## config.mk

```make
export PLATFORM = sky130hd
export DESIGN_NAME = mwms_dp
export DESIGN_NICKNAME = d
export VERILOG_FILES = /design/src/rtl/mwms_pkg.sv /design/src/rtl/mwms_dp.sv
export SDC_FILE = /design/constraint.sdc
export NUM_CORES = 2
export LEC_CHECK = 0
export ABC_CLOCK_PERIOD_IN_PS = 13200
export BUFFER_PORTS_ARGS = -buffer_cell sky130_fd_sc_hd__buf_2
export CORE_ASPECT_RATIO = 0.8
export CORE_MARGIN = 2
export CORE_UTILIZATION = 35
export DETAILED_ROUTE_END_ITERATION = 8
export GPL_ROUTABILITY_DRIVEN = 0
export HOLD_SLACK_MARGIN = 0.05
export PLACE_DENSITY = 0.52
export SYNTH_ARGS = -nofsm -noshare
export SYNTH_HDL_FRONTEND = slang
export SYNTH_SLANG_ARGS = --single-unit
```

## constraint.sdc

```tcl
create_clock -name clk_i -period 13.2 [get_ports clk_i]
set_input_delay 0.66 -clock clk_i [delete_from_list [all_inputs] [get_ports clk_i]]
set_output_delay 0.66 -clock clk_i [all_outputs]
set_load 0.005 [all_outputs]
```

## src/rtl/mwms_pkg.sv

```systemverilog
`timescale 1ns / 1ps

package mwms_pkg;

  localparam int MaxWords  = 16;
  localparam int LimbW     = 32;
  localparam int CntW      = $clog2(MaxWords + 1);
  localparam int OpAw      = (MaxWords > 1) ? $clog2(MaxWords) : 1;
  localparam int ProdDepth = 32;
  localparam int ProdAw    = $clog2(ProdDepth);
  localparam int LenW      = $clog2(ProdDepth + 1);
  localparam int SumW      = CntW + 1;
  localparam int WideW     = (SumW > LenW) ? SumW : LenW;
  localparam int ColW      = ((ProdAw > CntW) ? ProdAw : CntW) + 1;
  localparam int AccW      = 3 * LimbW;

  // controller to datapath
  typedef struct packed {
    logic              ld_clr;
    logic              mac_valid;
    logic              col_end;
    logic              dbl;
    logic [OpAw-1:0]   addr_a;
    logic [OpAw-1:0]   addr_b;
    logic [ProdAw-1:0] col;
    logic              rd_en;
    logic [ProdAw-1:0] rd_addr;
    logic              rd_last;
    logic              emit_zero;
  } dp_cmd_t;

  // datapath to controller
  typedef struct packed {
    logic            start;
    logic [CntW-1:0] first_count;
    logic [CntW-1:0] second_count;
    logic            pipe_busy;
    logic            rd_pend;
    logic            out_free;
    logic [LenW-1:0] len;
  } dp_stat_t;

endpackage

```

## src/rtl/mwms_dp.sv

```systemverilog
`timescale 1ns / 1ps

module mwms_dp (
  input  logic                          clk_i,
  input  logic                          rst_ni,
  input  logic                          square_mode_i,
  input  logic                          in_valid_i,
  input  logic                          in_ready_i,
  input  logic                          op_i,
  input  logic [mwms_pkg::LimbW-1:0]    word_i,
  input  logic                          last_i,
  input  logic                          empty_req_i,
  input  mwms_pkg::dp_cmd_t             cmd_i,
  output mwms_pkg::dp_stat_t            stat_o,
  input  logic                          out_ready_i,
  output logic                          out_valid_o,
  output logic [mwms_pkg::LimbW-1:0]    word_res_o,
  output logic [mwms_pkg::ProdAw-1:0]   index_o,
  output logic                          last_res_o,
  output logic [mwms_pkg::LenW-1:0]     length_o,
  output logic                          overflow_o
);

  typedef struct packed {
    logic                        mac;
    logic                        dbl;
    logic                        ce;
    logic [mwms_pkg::ProdAw-1:0] col;
  } tag_t;

  logic fire, take;
  logic [mwms_pkg::CntW-1:0] fcnt_q, fcnt_d, scnt_q, scnt_d;
  logic fdone_q, fdone_d, sdone_q, sdone_d, ovs_q, ovs_d;
  logic wr_a, wr_b;

  logic [mwms_pkg::LimbW-1:0] mem_a_q [mwms_pkg::MaxWords];
  logic [mwms_pkg::LimbW-1:0] mem_b_q [mwms_pkg::MaxWords];
  logic [mwms_pkg::LimbW-1:0] prod_mem_q [mwms_pkg::ProdDepth];

  logic [mwms_pkg::LimbW-1:0]   a_rd_q, b_rd_q;
  logic [2*mwms_pkg::LimbW-1:0] prod_q;
  tag_t t1_q, t2_q;
  logic [mwms_pkg::AccW-1:0] acc_q, acc_d, addend, sum;
  logic [mwms_pkg::LenW-1:0] len_q, len_d;
  logic ov_q;

  logic [mwms_pkg::LimbW-1:0]  prod_rd_q;
  logic                        rd_pend_q;
  logic [mwms_pkg::ProdAw-1:0] rd_idx_q;
  logic                        rd_last_q;

  logic                        out_valid_q;
  logic [mwms_pkg::LimbW-1:0]  word_res_q;
  logic [mwms_pkg::ProdAw-1:0] index_q;
  logic                        last_res_q;
  logic [mwms_pkg::LenW-1:0]   length_q;
  logic                        overflow_q;

  // operand loading
  assign fire = in_valid_i & in_ready_i;
  assign take = fire & ~(square_mode_i & op_i);

  assign wr_a = take & ~op_i & ~fdone_q & ~empty_req_i &
                (fcnt_q < mwms_pkg::CntW'(mwms_pkg::MaxWords));
  assign wr_b = take & op_i & ~sdone_q & ~empty_req_i &
                (scnt_q < mwms_pkg::CntW'(mwms_pkg::MaxWords));

  always_comb begin
    fcnt_d  = fcnt_q;
    scnt_d  = scnt_q;
    fdone_d = fdone_q;
    sdone_d = sdone_q;
    ovs_d   = ovs_q;
    if (cmd_i.ld_clr) begin
      fcnt_d  = '0;
      scnt_d  = '0;
      fdone_d = 1'b0;
      sdone_d = 1'b0;
      ovs_d   = 1'b0;
    end else if (take && !op_i && !fdone_q) begin
      if (empty_req_i) begin
        fcnt_d  = '0;
        fdone_d = 1'b1;
      end else begin
        if (fcnt_q < mwms_pkg::CntW'(mwms_pkg::MaxWords)) begin
          fcnt_d = fcnt_q + 1'b1;
        end else begin
          ovs_d = 1'b1;
        end
        if (last_i) begin
          fdone_d = 1'b1;
        end
      end
    end else if (take && op_i && !sdone_q) begin
      if (empty_req_i) begin
        scnt_d  = '0;
        sdone_d = 1'b1;
      end else begin
        if (scnt_q < mwms_pkg::CntW'(mwms_pkg::MaxWords)) begin
          scnt_d = scnt_q + 1'b1;
        end else begin
          ovs_d = 1'b1;
        end
        if (last_i) begin
          sdone_d = 1'b1;
        end
      end
    end
  end

  always_ff @(posedge clk_i or negedge rst_ni) begin
    if (!rst_ni) begin
      fcnt_q  <= '0;
      scnt_q  <= '0;
      fdone_q <= 1'b0;
      sdone_q <= 1'b0;
      ovs_q   <= 1'b0;
    end else begin
      fcnt_q  <= fcnt_d;
      scnt_q  <= scnt_d;
      fdone_q <= fdone_d;
      sdone_q <= sdone_d;
      ovs_q   <= ovs_d;
    end
  end

  // operand stores
  always_ff @(posedge clk_i) begin
    if (wr_a) begin
      mem_a_q[fcnt_q[mwms_pkg::OpAw-1:0]] <= word_i;
    end
    if (wr_b) begin
      mem_b_q[scnt_q[mwms_pkg::OpAw-1:0]] <= word_i;
    end
    a_rd_q <= mem_a_q[cmd_i.addr_a];
    b_rd_q <= square_mode_i ? mem_a_q[cmd_i.addr_b] : mem_b_q[cmd_i.addr_b];
    prod_q <= a_rd_q * b_rd_q;
  end

  // tags follow the operands through read and multiply
  always_ff @(posedge clk_i or negedge rst_ni) begin
    if (!rst_ni) begin
      t1_q <= '0;
      t2_q <= '0;
    end else begin
      t1_q.mac <= cmd_i.mac_valid;
      t1_q.dbl <= cmd_i.dbl;
      t1_q.ce  <= cmd_i.col_end;
      t1_q.col <= cmd_i.col;
      t2_q     <= t1_q;
    end
  end

  // column accumulator
  always_comb begin
    if (!t2_q.mac) begin
      addend = '0;
    end else if (t2_q.dbl) begin
      addend = {{(mwms_pkg::LimbW - 1){1'b0}}, prod_q, 1'b0};
    end else begin
      addend = {{mwms_pkg::LimbW{1'b0}}, prod_q};
    end
    sum   = acc_q + addend;
    acc_d = acc_q;
    len_d = len_q;
    if (cmd_i.ld_clr) begin
      acc_d = '0;
      len_d = '0;
    end else if (t2_q.ce) begin
      acc_d = {{mwms_pkg::LimbW{1'b0}}, sum[mwms_pkg::AccW-1:mwms_pkg::LimbW]};
      if (sum[mwms_pkg::LimbW-1:0] != '0) begin
        len_d = mwms_pkg::LenW'(t2_q.col) + 1'b1;
      end
    end else if (t2_q.mac) begin
      acc_d = sum;
    end
  end

  always_ff @(posedge clk_i or negedge rst_ni) begin
    if (!rst_ni) begin
      acc_q <= '0;
      len_q <= '0;
      ov_q  <= 1'b0;
    end else begin
      acc_q <= acc_d;
      len_q <= len_d;
      if (cmd_i.ld_clr) begin
        ov_q <= ovs_q;
      end
    end
  end

  // product store
  always_ff @(posedge clk_i) begin
    if (t2_q.ce) begin
      prod_mem_q[t2_q.col] <= sum[mwms_pkg::LimbW-1:0];
    end
    if (cmd_i.rd_en) begin
      prod_rd_q <= prod_mem_q[cmd_i.rd_addr];
      rd_idx_q  <= cmd_i.rd_addr;
      rd_last_q <= cmd_i.rd_last;
    end
  end

  // output register
  always_ff @(posedge clk_i or negedge rst_ni) begin
    if (!rst_ni) begin
      rd_pend_q   <= 1'b0;
      out_valid_q <= 1'b0;
    end else begin
      rd_pend_q <= cmd_i.rd_en;
      if (rd_pend_q || cmd_i.emit_zero) begin
        out_valid_q <= 1'b1;
      end else if (out_ready_i) begin
        out_valid_q <= 1'b0;
      end
    end
  end

  always_ff @(posedge clk_i) begin
    if (rd_pend_q) begin
      word_res_q <= prod_rd_q;
      index_q    <= rd_idx_q;
      last_res_q <= rd_last_q;
      length_q   <= len_q;
      overflow_q <= ov_q;
    end else if (cmd_i.emit_zero) begin
      word_res_q <= '0;
      index_q    <= '0;
      last_res_q <= 1'b1;
      length_q   <= '0;
      overflow_q <= ov_q;
    end
  end

  assign out_valid_o = out_valid_q;
  assign word_res_o  = word_res_q;
  assign index_o     = index_q;
  assign last_res_o  = last_res_q;
  assign length_o    = length_q;
  assign overflow_o  = overflow_q;

  assign stat_o.start        = fire & fdone_d & (square_mode_i | sdone_d);
  assign stat_o.first_count  = fcnt_q;
  assign stat_o.second_count = scnt_q;
  assign stat_o.pipe_busy    = t1_q.mac | t1_q.ce | t2_q.mac | t2_q.ce;
  assign stat_o.rd_pend      = rd_pend_q;
  assign stat_o.out_free     = ~out_valid_q | out_ready_i;
  assign stat_o.len          = len_q;

  a_no_overwrite: assert property (@(posedge clk_i) disable iff (!rst_ni)
    rd_pend_q |-> $past(!out_valid_q || out_ready_i))
    else $error("product word lands on an untaken result");

  a_clr_idle: assert property (@(posedge clk_i) disable iff (!rst_ni)
    cmd_i.ld_clr |-> !fire && !stat_o.pipe_busy)
    else $error("operand clear during load or multiply");

  a_zero_alone: assert property (@(posedge clk_i) disable iff (!rst_ni)
    cmd_i.emit_zero |-> !rd_pend_q && len_q == '0)
    else $error("zero result clashes with product read");

endmodule

```

Word-level counts from Yosys, hierarchy flattened. Memories as Yosys holds them, arrays and structs flattened. A register that Yosys moved wholly into a read port is not among the register bits. Cells that the tools add are included.

Flip-flop bits (word level): 281. Bits in writable memories: 2048. Word-level logic and storage cells: 141. Memories kept: 3.

Memories: prod_mem_q (words 32, bits a word 32, rd ports 1, clocked after Yosys merged registers in 1, write ports 1, line mwms_dp.sv:38) `logic [mwms_pkg::LimbW-1:0] prod_mem_q [mwms_pkg::ProdDepth];`; mem_a_q (words 16, bits a word 32, rd ports 2, clocked after Yosys merged registers in 1, write ports 1, line mwms_dp.sv:36) `logic [mwms_pkg::LimbW-1:0] mem_a_q [mwms_pkg::MaxWords];`; mem_b_q (words 16, bits a word 32, rd ports 1, clocked after Yosys merged registers in 0, write ports 1, line mwms_dp.sv:37) `logic [mwms_pkg::LimbW-1:0] mem_b_q [mwms_pkg::MaxWords];`.

Add/subtract/negate cells: 4. Multiply operators: 1. Magnitude comparators: 2. Equal/unequal tests: 5. Muxes and demuxes: 52. Bitwise logic cells: 24. Reduce and logical (&&, ||, !) cells: 23.

Operators by type and width (count): $mux 96 (3); $mux 65 (2); $add 96x96->96 (1); $mux 32 (3); $mul 32x32->64 (1); $mux 5 (11); $reduce_bool 32->1 (1); $mux 6 (5); $mux 1 (28); $and 1x1->1 (13); $reduce_bool 2->1 (6); $reduce_bool 3->1 (4); $add 5x1->5 const B (2); $lt 5x5->1 const B (2); $ne 3x3->1 const B (3); $add 5x1->6 const B (1); $not 1->1 (6); $or 1x1->1 (5); $reduce_and 5->1 (1); $logic_and 1x1->1 (4); $reduce_and 2->1 (2); $logic_not 1->1 (3); $ne 3x2->1 const B (1); $reduce_and 3->1 (1); other kinds (2) (2).

Depth between registers and ports, before layout.
Depth in word-level cells: 10. Gate-level depth with buffers: 31. Depth with buffers taken out: 30.

Least setup slack after synthesis. OpenSTA, ideal clock, no wires.

Path kind: register to register. From: register a_rd_q[16] in the netlist's numbering, read port of mem_a_q. To: register prod_q[60] in the netlist's numbering. Data arrival time: 7.491 ns. Path slack: 5.637 ns. Stages on the path, launching flop included: 31. Buffers on the path: 2. Path through: dfxtp_1 > clkbuf_1 > nand2_1 > fa_1 > inv_1 > fa_1 > inv_1 > fa_1 > inv_1 > fa_1 > inv_1 > fa_1 > inv_1 > fa_1 > inv_1 > fa_1 > fa_1 > inv_1 > ha_1 > clkbuf_1 > a21o_1 > a2111oi_0 > a31oi_1 > a21oi_1 > a21oi_1 > a21oi_1 > o21ai_0 > a221oi_2 > o31ai_1 > o31ai_1 > xnor2_1.

Word-level cells in the longest chain between the ends: 1.

Ends and longest elaborated chain: start: declaration (line mwms_dp.sv:40) `logic [mwms_pkg::LimbW-1:0] a_rd_q, b_rd_q;`; $mul 32x32->64 (line mwms_dp.sv:137) `prod_q <= a_rd_q * b_rd_q;`; end signal: assignment (line mwms_dp.sv:137); end: declaration (line mwms_dp.sv:41) `logic [2*mwms_pkg::LimbW-1:0] prod_q;`.

No other way between the ends. A chain may end at the register's enable or synchronous reset.

Final worst setup path.
From: register a_rd_q[10] in the netlist's numbering, read port of mem_a_q. To: register prod_q[60] in the netlist's numbering.

Same word-level chain as after synthesis.

==> flow_metrics.env <==
export IMPL_rsz0062_at_grt="false"
export IMPL_worstMarginPinSlew_ns=1.22
export IMPL_ant_nets=0
export IMPL_final_layout_size_suffix_gt1_frac=0.185
export IMPL_grt_pass1_wl_mm=549
export IMPL_drt_wl_total_mm=374
export IMPL_via_per_inst=5.32
export IMPL_outcome="complete, no violations"
export IMPL_cp_max_fo=18
export IMPL_r2r_end="prod_q[60]"
export IMPL_holdWs_ns=0.201
export IMPL_fin_crit_sh=0.727
export IMPL_critPathKind="reg2reg"
export IMPL_r2r_start="a_rd_q[10]"
export IMPL_r2r_worst_path_cells=29
export IMPL_report_final_slew_viol_count=0
export IMPL_cts_sinks=2393
export IMPL_nets=10004
export IMPL_crit_required_ns=14.01
export IMPL_fill_cells=34376
export IMPL_core_mm2=0.374
export IMPL_clockBufferDepth=4
export IMPL_cts_resized=0
export IMPL_die_area_mm2=0.381
export IMPL_synth_ff_type="edfxtp_1"
export IMPL_synthArstFlopShare=0.0560
export IMPL_finalHoldViolations=0
export IMPL_worstPathArrival_ns=10.40
export IMPL_ff2ff_setup_slack_ns=3.61
export IMPL_netlist_area_mm2=0.131
export IMPL_clock_root_buffer="clkbuf_16"
export IMPL_io_buffers=131
export IMPL_die_x_um=689
export IMPL_vias=73889
export IMPL_syn_area_per_cell_um2=15.3
export IMPL_cts_max_level=4
export IMPL_slew_headroom=0.165
export IMPL_grt_max_degree=119
export IMPL_die_y_um=552
export IMPL_crit_slowest_cell="dfxtp_1"
export IMPL_fin_skew_ns=0.115
export IMPL_firstDrtPassIters=5
export IMPL_drt_iter0_drc=6959
export IMPL_rows=201
export IMPL_max_freq_ghz=0.104
export IMPL_avgRoutedWirePerCell_um=26.9
export IMPL_cap_viol_max_count=0
export IMPL_yosys_warnings=0
export IMPL_synthTopCellsByArea="edfxtp_1 (49%), mux4_2 (14%), fa_1 (14%), ha_1 (3.2%), and2_1 (3.1%)"
export IMPL_antenna_found_initial=28
export IMPL_syn_nets=9921
export IMPL_yosys_area_top_type="edfxtp_1"
export IMPL_most_common_layout_cells="edfxtp_1 (2131), inv_1 (941), fa_1 (897), mux4_2 (800), nand2_1 (671)"
export IMPL_crit_path_end_kind="flop"
export IMPL_path_common_cell="fa_1"
export IMPL_postLayoutCoreUtil=0.392
export IMPL_final_setup_viol_count=0
export IMPL_io_pins=132
export IMPL_final_common_cell="edfxtp_1"
export IMPL_worstSkewPairLatency_ns=0.96
export IMPL_fin_crit_ns=9.59
export IMPL_first_global_vias=78281
export IMPL_synth_top_area_frac=0.487
export IMPL_cts_tree="built"
export IMPL_synth_edf_count=2131
export IMPL_yosysSeqAreaShare=0.532
export IMPL_clk_pin_slew_ns=0.07
export IMPL_placed_cell_area_mm2=0.139
export IMPL_ys_types=85
export IMPL_design_area_mm2=0.147
export IMPL_tns_ns=0
export IMPL_synthCells=8618
export IMPL_hpwl_mm=231
export IMPL_drc=0
export IMPL_overflow=0
export IMPL_hp_class="in2async"
export IMPL_ys_ff_latch=2393
export IMPL_start_util=0.351
export IMPL_gr_usage_all_layers=0.196
export IMPL_cpPeakStageDelay_ns=0.86
export IMPL_cts_made_buffers=244
export IMPL_syn2layout_area_growth_pct=11.8
export IMPL_start_kind="flop"
[Yosys cell counts (85+ instances only)]
library cell / n
mux4_2: 800
mux2i_1: 85
dfxtp_1: 128
fa_1: 897
a21o_1: 90
nand2_1: 671
dfrtp_1: 134
xnor2_1: 102
a21oi_1: 172
and2_1: 657
o21ai_0: 87
clkbuf_1: 410
edfxtp_1: 2131
inv_1: 943
ha_1: 340
nor2_1: 266
[sequential cells by signal, summed over array words and instances, names as in the netlist, 32 cells and up]
| register | cells |
|---|---|
| acc_q | 96 |
| mem_b_q | 512 |
| word_res_o | 32 |
| a_rd_q | 32 |
| prod_rd_q | 32 |
| prod_mem_q | 1024 |
| prod_q | 64 |
| mem_a_q | 512 |
| b_rd_q | 32 |
[worst max path at each step]
stage	startpoint	to	slack, ns	cells after the start
2_1_floorplan	a_rd_q[16]	prod_q[60]	5.64	30
3_3_place_gp	a_rd_q[10]	prod_q[60]	3.63	29
3_5_place_dp	a_rd_q[10]	prod_q[60]	3.54	29
4_1_cts	a_rd_q[10]	prod_q[60]	3.46	29
5_1_grt	a_rd_q[10]	prod_q[60]	2.97	29
6_report	a_rd_q[10]	prod_q[60]	3.61	29
[metal layers]
| layer | wire (um) | track usage |
|---|---|---|
| met1 | 166000 | 0.282 |
| met2 | 178000 | 0.317 |
| met3 | 21500 | 0.0255 |
| met4 | 9210 | 0.0467 |
| met5 | 0 | 0 |
[cells by family after synthesis]
kind of cell               count (synthesis)  share of synthesized area
buffers and inverters                   1446                     0.0415
AOI/OAI and AO/OA                        571                     0.0286
xor gates and xnor gates                 170                     0.0113
muxes                                    920                      0.147
adders and majority gates               1237                      0.169
DFF                                     2393                      0.532
and+or+nand+nor                         1881                     0.0714
[stage by stage]
step,cells,setup slack (ns)
6_report,13895,3.61
3_3_place_gp,13416,3.63
2_1_floorplan,8618,5.64
3_5_place_dp,13416,3.54
5_1_grt,13886,2.97
4_1_cts,13879,3.46
[worst max-delay path, delay by kind of cell, from the launching register on]
kind / cells / cell delay (ns)
and+or+nand+nor: 1 / 0.12
buffers and inverters: 8 / 0.80
xor gates and xnor gates: 1 / 0.14
AOI/OAI and AO/OA: 10 / 3.48
adders and majority gates: 9 / 4.10
DFF: 1 / 0.86
[area by class of cell]
cell class,instances,area (um2),share of cell area
Sequential cell,2393,69900,0.476
Multi-Input combinational cell,4779,56800,0.386
Clock buffer,304,6460,0.0440
Tap cell,4973,6220,0.0423
Inverter,944,3550,0.0241
Timing Repair Buffer,339,2360,0.0161
Clock inverter,147,1600,0.0109
Antenna cell,16,40.0,0.000272
[timing repair]
item	CTS	global route
hold buffers	12	0
hold endpoints to repair	29	0
setup buffers	0	0
Power is not shown: default switching activity piles up to over one toggle a cycle in this logic, so the estimate is an artifact.
