**config.mk**
```make
export PLATFORM = sky130hd
export DESIGN_NAME = mwms_ctrl
export DESIGN_NICKNAME = d
export VERILOG_FILES = /design/src/rtl/mwms_pkg.sv /design/src/rtl/mwms_ctrl.sv
export SDC_FILE = /design/constraint.sdc
export NUM_CORES = 1
export LEC_CHECK = 0
export BUFFER_PORTS_ARGS = -buffer_cell sky130_fd_sc_hd__buf_2
export CAP_MARGIN = 10
export CELL_PAD_IN_SITES_DETAIL_PLACEMENT = 0
export CELL_PAD_IN_SITES_GLOBAL_PLACEMENT = 1
export CORE_AREA = 2 2 78 117
export CTS_CLUSTER_DIAMETER = 40
export DETAILED_ROUTE_END_ITERATION = 10
export DIE_AREA = 0 0 80 119
export PLACE_DENSITY_LB_ADDON = 0.3
export SLEW_MARGIN = 15
export SYNTH_ARGS = -nofsm -noshare
export SYNTH_HDL_FRONTEND = slang
export SYNTH_SLANG_ARGS = --single-unit
```
**constraint.sdc**
```tcl
create_clock -name clk_i -period 7.96 [get_ports clk_i]
set_input_delay 2.388 -clock clk_i [delete_from_list [all_inputs] [get_ports clk_i]]
set_output_delay 2.388 -clock clk_i [all_outputs]
set_load 0.01 [all_outputs]
```
**src/rtl/mwms_pkg.sv**
```systemverilog
`timescale 1ns / 1ps

package mwms_pkg;

  localparam int MaxWords  = 16;
  localparam int LimbW     = 32;
  localparam int CntW      = $clog2(MaxWords + 1);
  localparam int OpAw      = (MaxWords > 1) ? $clog2(MaxWords) : 1;
  localparam int ProdDepth = 32;
  localparam int ProdAw    = $clog2(ProdDepth);
  localparam int LenW      = $clog2(ProdDepth + 1);
  localparam int SumW      = CntW + 1;
  localparam int WideW     = (SumW > LenW) ? SumW : LenW;
  localparam int ColW      = ((ProdAw > CntW) ? ProdAw : CntW) + 1;
  localparam int AccW      = 3 * LimbW;

  // controller to datapath
  typedef struct packed {
    logic              ld_clr;
    logic              mac_valid;
    logic              col_end;
    logic              dbl;
    logic [OpAw-1:0]   addr_a;
    logic [OpAw-1:0]   addr_b;
    logic [ProdAw-1:0] col;
    logic              rd_en;
    logic [ProdAw-1:0] rd_addr;
    logic              rd_last;
    logic              emit_zero;
  } dp_cmd_t;

  // datapath to controller
  typedef struct packed {
    logic            start;
    logic [CntW-1:0] first_count;
    logic [CntW-1:0] second_count;
    logic            pipe_busy;
    logic            rd_pend;
    logic            out_free;
    logic [LenW-1:0] len;
  } dp_stat_t;

endpackage

```
**src/rtl/mwms_ctrl.sv**
```systemverilog
`timescale 1ns / 1ps

module mwms_ctrl (
  input  logic                          clk_i,
  input  logic                          rst_ni,
  input  logic                          square_mode_i,
  input  logic [mwms_pkg::LenW-1:0]     result_max_words_i,
  input  mwms_pkg::dp_stat_t            stat_i,
  output logic                          in_ready_o,
  output mwms_pkg::dp_cmd_t             cmd_o
);

  localparam logic [2:0] S_IDLE  = 3'd0;
  localparam logic [2:0] S_SETUP = 3'd1;
  localparam logic [2:0] S_COMP  = 3'd2;
  localparam logic [2:0] S_DRAIN = 3'd3;
  localparam logic [2:0] S_EMIT  = 3'd4;

  logic [2:0]                  state_q, state_d;
  logic [mwms_pkg::ProdAw-1:0] k_q, k_d, i_q, i_d, e_q, e_d;
  logic [mwms_pkg::CntW-1:0]   la_q, la_d, lb_q, lb_d;
  logic [mwms_pkg::LenW-1:0]   n_q, n_d;

  logic [mwms_pkg::CntW-1:0]  la_n, lb_n;
  logic [mwms_pkg::WideW-1:0] sum_w, cap_w;
  logic [mwms_pkg::LenW-1:0]  cap;
  logic [mwms_pkg::ColW-1:0]  kx, ix, jx, lax, lbx, nx, iend, knx, st;
  logic                       nonempty, ce;

  assign kx  = mwms_pkg::ColW'(k_q);
  assign ix  = mwms_pkg::ColW'(i_q);
  assign jx  = kx - ix;
  assign lax = mwms_pkg::ColW'(la_q);
  assign lbx = mwms_pkg::ColW'(lb_q);
  assign nx  = mwms_pkg::ColW'(n_q);
  assign knx = kx + 1'b1;

  always_comb begin
    la_n  = stat_i.first_count;
    lb_n  = square_mode_i ? stat_i.first_count : stat_i.second_count;
    cap   = (result_max_words_i > mwms_pkg::LenW'(mwms_pkg::ProdDepth)) ?
            mwms_pkg::LenW'(mwms_pkg::ProdDepth) : result_max_words_i;
    cap_w = mwms_pkg::WideW'(cap);
    if (la_n == '0 || lb_n == '0) begin
      sum_w = '0;
    end else begin
      sum_w = mwms_pkg::WideW'(la_n) + mwms_pkg::WideW'(lb_n);
    end

    // last first-operand index of column k
    iend = (kx < lax - 1'b1) ? kx : lax - 1'b1;
    if (square_mode_i && (kx >> 1) < iend) begin
      iend = kx >> 1;
    end
    nonempty = (ix <= iend);
    ce       = !nonempty || (ix == iend);
    // first index of the next column
    st = (knx >= lbx) ? knx - lbx + 1'b1 : '0;
  end

  always_comb begin
    state_d    = state_q;
    k_d        = k_q;
    i_d        = i_q;
    e_d        = e_q;
    la_d       = la_q;
    lb_d       = lb_q;
    n_d        = n_q;
    in_ready_o = 1'b0;
    cmd_o      = '0;
    case (state_q)
      S_IDLE: begin
        in_ready_o = 1'b1;
        if (stat_i.start) begin
          state_d = S_SETUP;
        end
      end
      S_SETUP: begin
        cmd_o.ld_clr = 1'b1;
        la_d = la_n;
        lb_d = lb_n;
        n_d  = (sum_w > cap_w) ? cap : mwms_pkg::LenW'(sum_w);
        k_d  = '0;
        i_d  = '0;
        e_d  = '0;
        state_d = ((sum_w == '0) || (cap == '0)) ? S_DRAIN : S_COMP;
      end
      S_COMP: begin
        cmd_o.mac_valid = nonempty;
        cmd_o.col_end   = ce;
        cmd_o.dbl       = square_mode_i && (ix != jx);
        cmd_o.addr_a    = ix[mwms_pkg::OpAw-1:0];
        cmd_o.addr_b    = jx[mwms_pkg::OpAw-1:0];
        cmd_o.col       = k_q;
        if (ce) begin
          if (kx == nx - 1'b1) begin
            state_d = S_DRAIN;
          end else begin
            k_d = k_q + 1'b1;
            i_d = st[mwms_pkg::ProdAw-1:0];
          end
        end else begin
          i_d = i_q + 1'b1;
        end
      end
      S_DRAIN: begin
        if (!stat_i.pipe_busy) begin
          state_d = S_EMIT;
        end
      end
      S_EMIT: begin
        if (stat_i.len == '0) begin
          if (stat_i.out_free && !stat_i.rd_pend) begin
            cmd_o.emit_zero = 1'b1;
            state_d = S_IDLE;
          end
        end else if (stat_i.out_free && !stat_i.rd_pend) begin
          cmd_o.rd_en   = 1'b1;
          cmd_o.rd_addr = e_q;
          cmd_o.rd_last = (mwms_pkg::LenW'(e_q) == stat_i.len - 1'b1);
          if (cmd_o.rd_last) begin
            e_d     = '0;
            state_d = S_IDLE;
          end else begin
            e_d = e_q + 1'b1;
          end
        end
      end
      default: begin
        state_d = S_IDLE;
      end
    endcase
  end

  always_ff @(posedge clk_i or negedge rst_ni) begin
    if (!rst_ni) begin
      state_q <= S_IDLE;
      k_q     <= '0;
      i_q     <= '0;
      e_q     <= '0;
      la_q    <= '0;
      lb_q    <= '0;
      n_q     <= '0;
    end else begin
      state_q <= state_d;
      k_q     <= k_d;
      i_q     <= i_d;
      e_q     <= e_d;
      la_q    <= la_d;
      lb_q    <= lb_d;
      n_q     <= n_d;
    end
  end

  a_setup_after_start: assert property (@(posedge clk_i) disable iff (!rst_ni)
    (state_q == S_SETUP) |-> $past(stat_i.start))
    else $error("setup without a completing transfer");

  a_pair_in_range: assert property (@(posedge clk_i) disable iff (!rst_ni)
    cmd_o.mac_valid |-> (ix < lax) && (jx < lbx))
    else $error("limb pair outside loaded operands");

  a_emit_after_drain: assert property (@(posedge clk_i) disable iff (!rst_ni)
    (state_q == S_EMIT) |-> !stat_i.pipe_busy)
    else $error("emission overlaps accumulation");

endmodule

```
### After elaboration in Yosys (flattened, before gate mapping)

Index checks and enable logic that the tools add are counted.

* add/subtract/negate cells: 11
* reduce and logical (&&, ||, !) cells: 20
* order comparisons: 6
* mux-type cells: 35
* eq/ne operators: 17

Operator list (number)
* 2-to-1 mux 5 bit: 9
* 2-to-1 mux 6 bit: 5
* case mux 5 bit (2 select lines): 3
* 2-to-1 mux 3 bit: 8
* adder 5 x 1 -> 5 bit, second input constant: 4
* equality test 5 x 6 -> 1 bit: 3
* logical NOT 6 bit: 3
* 2-to-1 mux 16 bit: 1
* case mux 3 bit (5 select lines): 1
* 2-to-1 mux 7 bit: 2
* != test 2 bit, second input constant: 7
* subtractor 6 x 1 -> 6 bit, second input constant: 2
* logical NOT 5 bit: 2
* 2-to-1 mux 8 bit: 1
* adder 5 x 1 -> 6 bit, second input constant: 1
* adder 5 x 5 -> 6 bit: 1
* equality test 3 x 2 -> 1 bit, second input constant: 2
* >= comparator 6 x 5 -> 1 bit: 1
* > comparator 6 bit: 1
* > comparator 6 bit, second input constant: 1
* less-or-equal comparator 5 x 6 -> 1 bit: 1
* < comparator 4 x 6 -> 1 bit: 1
* < comparator 5 x 6 -> 1 bit: 1
* != test 3 bit, second input constant: 2
* 15 further kinds: 26

* output and inout port bits: 26
* logic and storage cells: 96
* input bits: 29
* register bits: 34

### Logic depth before layout (Yosys ltp)

Gate-level depths: netlist of run 1.

* word-level depth: 11
* depth in mapped cells: 23

### Worst setup path after synthesis of run 1

OpenSTA, ideal clock, no wires.

* path type: input to output
* from: input port square_mode_i
* to: output port cmd_o[23] in the netlist's numbering
* cell stages on the path: 11
* arrival time: 4.950 ns
* required time: 5.572 ns
* path slack: 0.622 ns
* buffers on the path: 1
* cells stage by stage: buf_2 inv_1 a2111oi_0 nand2_1 o221ai_1 mux2_2 ha_1 nor2b_1 o21ai_0 nand2_1 a21oi_1

RTL lines
* from (decl): RTL line mwms_ctrl.sv:6 `input logic square_mode_i,`
* to (decl): RTL line mwms_ctrl.sv:10 `output mwms_pkg::dp_cmd_t cmd_o`

==> parameters.txt, run 1 <==
Parameter                              Value

Route
  Met1 wire length    between 3 and 4 mm
  DR top layer    met4
  Remaining routing DRC violations    0
  DRT iter0 DRCs    ~130
  DR WL met2    roughly 4.8 mm
  Routed wire length on met3    285 um
  Vias per Instance    5.456
  Number of nets still failing antenna checks after routing    0
  Routed wire per std cell    approximately 16 um
  Total iterations of the first detailed-routing run    4
  Total via count after detailed routing    3230
  Wirelength, routed    approximately 9.2 mm

STA
  Worst clock skew    between 0.003 and 0.004 ns
  Worst slew margin relative to its limit    0.4539
  Setup repair after global routing missed its margin    false
  Slew at the pin with the worst max-slew slack    a little over 0.8 ns
  Final Critical Period    approximately 7.5 ns
  Setup TNS    0 ns
  Final count of hold timing violations    0
  Final clock period utilization by the worst path    0.9436
  Number of pins with negative max-slew slack in the final report    0
  Setup violations, final    0
  Worst hold slack    roughly 0.54 ns
  Achievable frequency    ~0.13 GHz
  Worst path setup slack after routing    between 0.4 and 0.5 ns

Placed design
  Cells after DPL    584
  Quantity of I/O buffers inserted on ports    54
  Placement Setup Slack    roughly 0.33 ns
  Final Wtd Congestion    0.7809
  Post-place instance area    ~4000 um^2
  Final HPWL from detailed placement    ~7.4 mm

Floorplan
  Placeable core region    ~8600 um^2
  Die ar.    9520 um^2
  Standard-cell rows    42
  Horizontal extent of the die    about 80 um
  Starting density of the core    0.4164
  Die span in y    roughly 120 um
  I/O pin count    55

Job
  Number of violations of the max-capacitance limit    0

Clock tree
  Num CTS Buffers    5
  Post-CTS Setup Bufs    0
  Number of clock sinks    34
  Clock tree root buffer cell    clkbuf_16
  Level count of the clock H-tree    2
  Number of buffers between clock root and the deepest sink    2
  PostCTS Resize Cnt    0
  Number of hold buffers added after CTS    0
  CTS tree    done
  Clock edge transition at the registers on the reported setup and hold paths    around 0.050 ns
  Clock latency of the later-clocked register in the worst-skew pair    ~0.28 ns

Global routing
  Antenna violations before repair    0
  Via count of the first global-routing pass    ~3200
  Pin count of the biggest net entering global routing    35
  GRT Residual Overflow    0
  Wire length of the first global-routing pass    about 15 mm
  Overall Global Routing Usage    0.2009

Synthesis
  Async set-reset flop share out of synthesis    1.000
  Cell area after technology mapping    between 3000 and 4000 um^2
  Area share of the largest cell type after synthesis    0.2371
  Synthesized instance count    between 400 and 500
  Cell type with the highest aggregate area in the netlist    dfrtp_1
  Mean instance size in the synthesized netlist    8.326 um^2
  Number of different library cells in the post-synthesis netlist    60
  Number of register bits inferred by synthesis    34
  Number of warnings issued by yosys    0
  Part of the Yosys area used for sequential elements    0.2371
  Largest cells by area after synthesis    dfrtp_1 24%, ha_1 15%, xnor2_1 5.4%
  Synth Net Count    ~500
  Number of flops mapped to enable cells by yosys    0
  Post-synth top flop    dfrtp_1

Hold path
  Worst hold path class    reg -> reg

Final layout
  Fin nets    558
  Fraction of final layout cells with drive strength greater than 1    0.1805
  Filler cells    ~880
  Non-filler cells, final    between 500 and 600
  Fin area    between 4000 and 5000 um^2
  Antenna Diode Count    0
  Synthesis-to-layout area growth    14.64%

Pwr
  Standby leakage power    0.001967 uW
  Internal power of the cells    between 1000 and 1500 uW
  Cell Pwr Density    497.6 nW/um^2
  Clk network pwr share    0.097
  Worst voltage drop across the vdd grid    0.2275 mV
  Sequential cell fraction of total power    0.166
  Combinational group share of total power    0.737
  Sw Pwr    1009 uW
  Switching Share    0.4928

Critical path
  Cell chain of the critical path    inv_1 -> ha_1 -> xor2_1 -> inv_1 -> ha_1 -> o211ai_1 -> o21ai_0 -> o21ai_0 -> o2bb2ai_1 -> ha_1 -> a2111oi_1 -> nand2_1 -> o221ai_2 -> mux2_2 -> ha_1 -> nor2b_1 -> o21ai_1 -> nand2_1 -> a21oi_1 -> buf_2
  Critical Path RT    approximately 5.6 ns
  Arrival time reported for the critical path endpoint    approximately 5 ns
  Library cell appearing most often on the critical path    ha_1
  Critical-path cell with the highest stage delay    a2111oi_1
  Slowest stage delay, CP    about 0.47 ns
  Path type of the worst setup path    reg -> out
  Capturing element type of the critical path    output pin
  Critical Path Start Type    flip-flop
  Maximum fanout encountered on the critical timing path    5

Run status
  Run status    finished clean
==> kinds of logic after synthesis <==
logic type	after synthesis	share of synthesized area
DFF	34	0.2371
xor gates and xnor gates	38	0.09274
muxes	14	0.04324
adders and majority gates	48	0.1757
and+or+nand+nor	147	0.2036
buffers and inverters	48	0.05230
AOI/OAI and AO/OA	102	0.1953
==> power by group through the flow <==
stage | Clock (uW) | Combinational (uW) | Sequential (uW)
after detailed placement | 0 | 1480 | 342
final | 198 | 1510 | 340
after global routing | 205 | 1690 | 351
after floorplan | 0 | 1150 | 299
after global placement | 0 | 1440 | 340
after CTS | 201 | 1500 | 340
==> critical path: cells and delay by family (launching register included) <==
family	cells	cell delay [ns]
compound gates	8	2.10
xor+xnor	1	0.20
fa+ha+maj	4	1.04
buf+inv	3	0.34
flops	1	0.41
mux	1	0.38
simple gates	3	0.36
==> area by class of cell <==
type / instances / area [um^2] / area share
multi-input cells: 349 / 2561 / 0.6226
inverters: 36 / 135.1 / 0.03285
clock inverters: 2 / 12.51 / 0.003041
flip-flops and latches: 34 / 850.8 / 0.2068
clock buffers: 6 / 138.9 / 0.03376
well taps: 110 / 137.6 / 0.03345
repair buffers: 55 / 277.8 / 0.06752
==> flip-flops by register name (all words and copies together), names as in the netlist <==
| signal | flops |
|---|---|
| la_q | 5 |
| k_q | 5 |
| lb_q | 5 |
| e_q | 5 |
| n_q | 6 |
| i_q | 5 |
| state_q | 3 |
==> synth_stat cells (all sizes together) (3+ instances only) <==
cell type and n:
ha 44, nand2 44, inv 36, dfrtp 34, o21ai 30, nor2 29, xnor2 22, nand3 21
a21oi 16, xor2 16, mux2 12, nor3 12, a21o 10, clkbuf 9, and2 8, nand2b 8
a211oi 5, a32oi 5, nor2b 5, o211ai 5, a31oi 4, and3 4, fa 4, o31ai 4
buf 3, or4 3
==> worst paths after layout <==
kind	start	endpoint	slack (ns)	cells past startpoint
min in group asynchronous	rst_ni	lb_q[1]	2.18	1
max in group asynchronous	rst_ni	n_q[1]	5.28	1
min	la_q[4]	la_q[4]	0.54	2
max reg2reg	la_q[0]	i_q[4]	2.50	20
max	la_q[0]	cmd_o[23]	0.45	20
min reg2reg	la_q[4]	la_q[4]	0.54	2
==> layer usage <==
layer,global-route usage,vias to the layer above
met5,0,-
met4,0.05508,0
met3,0.02273,9
met2,0.3693,63
met1,0.2411,1516
li1,-,1642
==> placed cells by master, fill, tap and decap left out, types with 2 or more instances in the layout <==
| cell | Yosys | routed |
|---|---|---|
| a211o_1 | 2 | 2 |
| a211oi_1 | 5 | 5 |
| a21o_1 | 10 | 10 |
| a21oi_1 | 16 | 15 |
| a31o_2 | 2 | 2 |
| a31oi_1 | 3 | 3 |
| a32oi_1 | 5 | 5 |
| and2_1 | 8 | 8 |
| and3_1 | 4 | 4 |
| buf_2 | 2 | 54 |
| clkbuf_16 | 0 | 5 |
| dfrtp_1 | 34 | 34 |
| fa_1 | 4 | 4 |
| ha_1 | 44 | 44 |
| inv_1 | 36 | 36 |
| mux2_2 | 12 | 12 |
| mux2i_1 | 2 | 2 |
| nand2_1 | 44 | 44 |
| nand2b_1 | 8 | 8 |
| nand3_1 | 21 | 21 |
| nor2_1 | 28 | 28 |
| nor2b_1 | 5 | 5 |
| nor3_1 | 12 | 12 |
| nor3b_1 | 2 | 2 |
| o211ai_1 | 4 | 4 |
| o21a_1 | 2 | 2 |
| o21ai_0 | 28 | 27 |
| o21ai_1 | 2 | 3 |
| o22ai_1 | 2 | 2 |
| o2bb2ai_1 | 2 | 2 |
| o311a_1 | 2 | 2 |
| o31ai_1 | 4 | 4 |
| o32ai_1 | 2 | 2 |
| or3_1 | 2 | 2 |
| or4_1 | 3 | 3 |
| xnor2_1 | 22 | 22 |
| xor2_1 | 16 | 16 |
==> per-stage QoR <==
step,utilization,total power [uW]
2_1_floorplan,-,1452
4_1_cts,0.4760,2039
5_1_grt,0.4774,2251
3_5_place_dp,0.4585,1826
3_3_place_gp,0.4585,1776
6_report,0.4774,2047
No activity file was read; power rests on OpenSTA's default activity.
==> run 2: changes to the inputs <==
--- a/config.mk
+++ b/config.mk
@@ -9,10 +9,10 @@
 export CAP_MARGIN = 10
 export CELL_PAD_IN_SITES_DETAIL_PLACEMENT = 0
 export CELL_PAD_IN_SITES_GLOBAL_PLACEMENT = 1
-export CORE_AREA = 2 2 78 117
+export CORE_AREA = 2 2 90 135
 export CTS_CLUSTER_DIAMETER = 40
 export DETAILED_ROUTE_END_ITERATION = 10
-export DIE_AREA = 0 0 80 119
+export DIE_AREA = 0 0 92 137
 export PLACE_DENSITY_LB_ADDON = 0.3
 export SLEW_MARGIN = 15
 export SYNTH_ARGS = -nofsm -noshare
==> parameters.txt, run 2 (same netlist as run 1, synthesis figures left out) <==
Parameter                              Value

Run status
  Run status    finished clean

Final layout
  Antenna Diode Count    0 (unchanged)
  Most frequent cells in the layout    54 x buf_2, 44 x nand2_1, 44 x ha_1
  Flip-flop count of the largest register, all copies and words added    6 (unchanged)
  Most common cell after layout, fill and taps aside    buf_2
  Register containing the most flip-flops in the final layout    n_q
  Fin nets    560 (+0.36%)
  Synthesis-to-layout area growth    16.25%
  Fraction of final layout cells with drive strength greater than 1    0.1798 (-0.0007459)

STA
  Final Critical Period    7.523 ns (+0.01174 ns)
  Slew at the pin with the worst max-slew slack    0.8401 ns (+0.02097 ns)
  Final count of hold timing violations    0 (unchanged)
  Number of pins with negative max-slew slack in the final report    0 (unchanged)
  Worst clock skew    0.004475 ns (+0.0008087 ns)
  Final clock period utilization by the worst path    0.9451 (+0.001475)
  Setup violations, final    0 (unchanged)
  Setup repair after global routing missed its margin    false
  Setup TNS    0 ns (unchanged)
  Worst slew margin relative to its limit    0.4399 (-0.01398)
  Worst hold slack    0.5441 ns (+0.008299 ns)
  Achievable frequency    0.1329 GHz (-0.16%)

Clock tree
  Post-CTS Setup Bufs    0 (unchanged)
  Num CTS Buffers    5 (unchanged)
  PostCTS Resize Cnt    0 (unchanged)
  Level count of the clock H-tree    2 (unchanged)
  Clock latency of the later-clocked register in the worst-skew pair    0.28 ns (about the same)
  Clock edge transition at the registers on the reported setup and hold paths    0.05 ns (about the same)
  Number of buffers between clock root and the deepest sink    2 (unchanged)
  Number of clock sinks    34 (unchanged)
  Clock tree root buffer cell    clkbuf_16
  CTS tree    done
  Number of hold buffers added after CTS    0 (unchanged)

Floorplan
  I/O pin count    55 (unchanged)
  Placeable core region    11410 um^2 (+32%)
  Die ar.    12600 um^2 (+32%)
  Starting density of the core    0.3145 (-0.1019)
  Horizontal extent of the die    92 um (+15%)
  Standard-cell rows    48 (+14%)
  Die span in y    137 um (+15%)

Route
  Number of nets still failing antenna checks after routing    0 (unchanged)
  Total iterations of the first detailed-routing run    4 (unchanged)
  Remaining routing DRC violations    0 (unchanged)
  Vias per Instance    5.125 (-6.1%)
  Wirelength, routed    9.559 mm (+3.9%)
  Total via count after detailed routing    3249 (+0.59%)
  DRT iter0 DRCs    90 (-32%)
  Routed wire per std cell    15.08 um (-2.9%)

Placed design
  Final HPWL from detailed placement    7.778 mm (+5.8%)
  Quantity of I/O buffers inserted on ports    54 (unchanged)
  Final Wtd Congestion    0.7841 (+0.41%)

Global routing
  Wire length of the first global-routing pass    16.26 mm (+5.7%)
  Antenna violations before repair    0 (unchanged)
  Met1 track demand over resource    0.1761 (-0.06501)
  Via count of the first global-routing pass    3412 (+6.1%)
  Met3 usage in global routing    0.02368 (+0.0009511)
  Fraction of met2 tracks used by global routing    0.3051 (-0.06412)
  Overall Global Routing Usage    0.1611 (-0.03979)
  Pin count of the biggest net entering global routing    35 (unchanged)
  GRT Max-Usage Layer    met2
  GRT Residual Overflow    0 (unchanged)

Hold path
  Start point of the worst min-delay path    la_q[4]
  Hold Path Depth    2 (unchanged)
  Sink of the worst hold path    la_q[4]
  Worst hold path class    reg -> reg

Pwr
  Worst voltage drop across the vdd grid    0.2468 mV (+8.5%)
  Post-layout total power    2038 uW (-0.43%)
  Standby leakage power    0.001977 uW (+0.53%)
  Cell Pwr Density    488.6 nW/um^2 (-1.8%)

Critical path
  Reg2Reg Capture Point    i_q[4]
  Origin of the critical flop-to-flop path    la_q[0]
  R2R cell count    20 (unchanged)
  Arrival time reported for the critical path endpoint    5.13 ns (about the same)
  Maximum fanout encountered on the critical timing path    5 (unchanged)
  Setup slack, reg-to-reg    2.43 ns (-0.07 ns)
  Path type of the worst setup path    reg -> out
  Capturing element type of the critical path    output pin
  Critical Path Start Type    flip-flop
  Critical Path RT    5.57 ns (about the same)

Job
  Number of violations of the max-capacitance limit    0 (unchanged)
run 2: per-layer routing:
| metal | vias up | routed length (um) |
|---|---|---|
| met2 | 72 | 4983 |
| met1 | 1510 | 3959 |
| met4 | 0 | 213 |
| li1 | 1650 | - |
| met5 | - | 0 |
| met3 | 17 | 403 |
run 2: power by group:
group / leakage [uW] / internal [uW] / total, uW / switching, uW
Clock: 0.0000739 / 124 / 196 / 71.9
Combinational: 0.00147 / 671 / 1520 / 845
Sequential: 0.000432 / 243 / 326 / 83.4
Total: 0.00198 / 1040 / 2040 / 1000
run 2: critical path, cell delays in order, from the launching register on:
cell	delay, ns
dfrtp_1	0.41
inv_1	0.11
ha_1	0.18
xor2_1	0.21
inv_1	0.07
ha_1	0.27
o211ai_1	0.08
o21ai_0	0.26
o21ai_0	0.24
o2bb2ai_1	0.27
ha_1	0.29
a2111oi_1	0.50
nand2_1	0.14
o221ai_2	0.31
mux2_2	0.37
ha_1	0.28
a21o_1	0.16
a21oi_1	0.30
nand2_1	0.10
a21oi_1	0.16
buf_2	0.16
run 2: area by class of cell:
type                       count  area, um^2
clock inverter                 1       5.005
sequential                    34       850.8
multi-input combinational    349        2557
tap                          150       187.7
clock buffer                   7       142.6
inverter                      36       135.1
timing repair buffer          57       292.8
fill                        1222        7239
run 2: how the worst max path moves through the flow:
stage | start | slack (ns) | endpoint | depth (start not counted)
global route | la_q[0] | 0.009 | cmd_o[23] | 20
finish | la_q[0] | 0.44 | cmd_o[23] | 20
floorplan | square_mode_i | 0.62 | cmd_o[23] | 11
global placement | square_mode_i | 0.46 | cmd_o[23] | 12
CTS | la_q[0] | 0.24 | cmd_o[23] | 20
detailed placement | square_mode_i | 0.33 | cmd_o[23] | 12
run 2: metrics by stage:
| stage | setup WS, ns | util | std cells | instance area, um^2 |
|---|---|---|---|---|
| 2_1_floorplan | 0.6220 | - | 431 | 3588 |
| 3_3_place_gp | 0.4577 | 0.3520 | 626 | 4016 |
| 3_5_place_dp | 0.3282 | 0.3520 | 626 | 4016 |
| 4_1_cts | 0.2436 | 0.3649 | 634 | 4164 |
| 5_1_grt | 0.008786 | 0.3656 | 634 | 4172 |
| 6_report | 0.4371 | 0.3656 | 634 | 4172 |
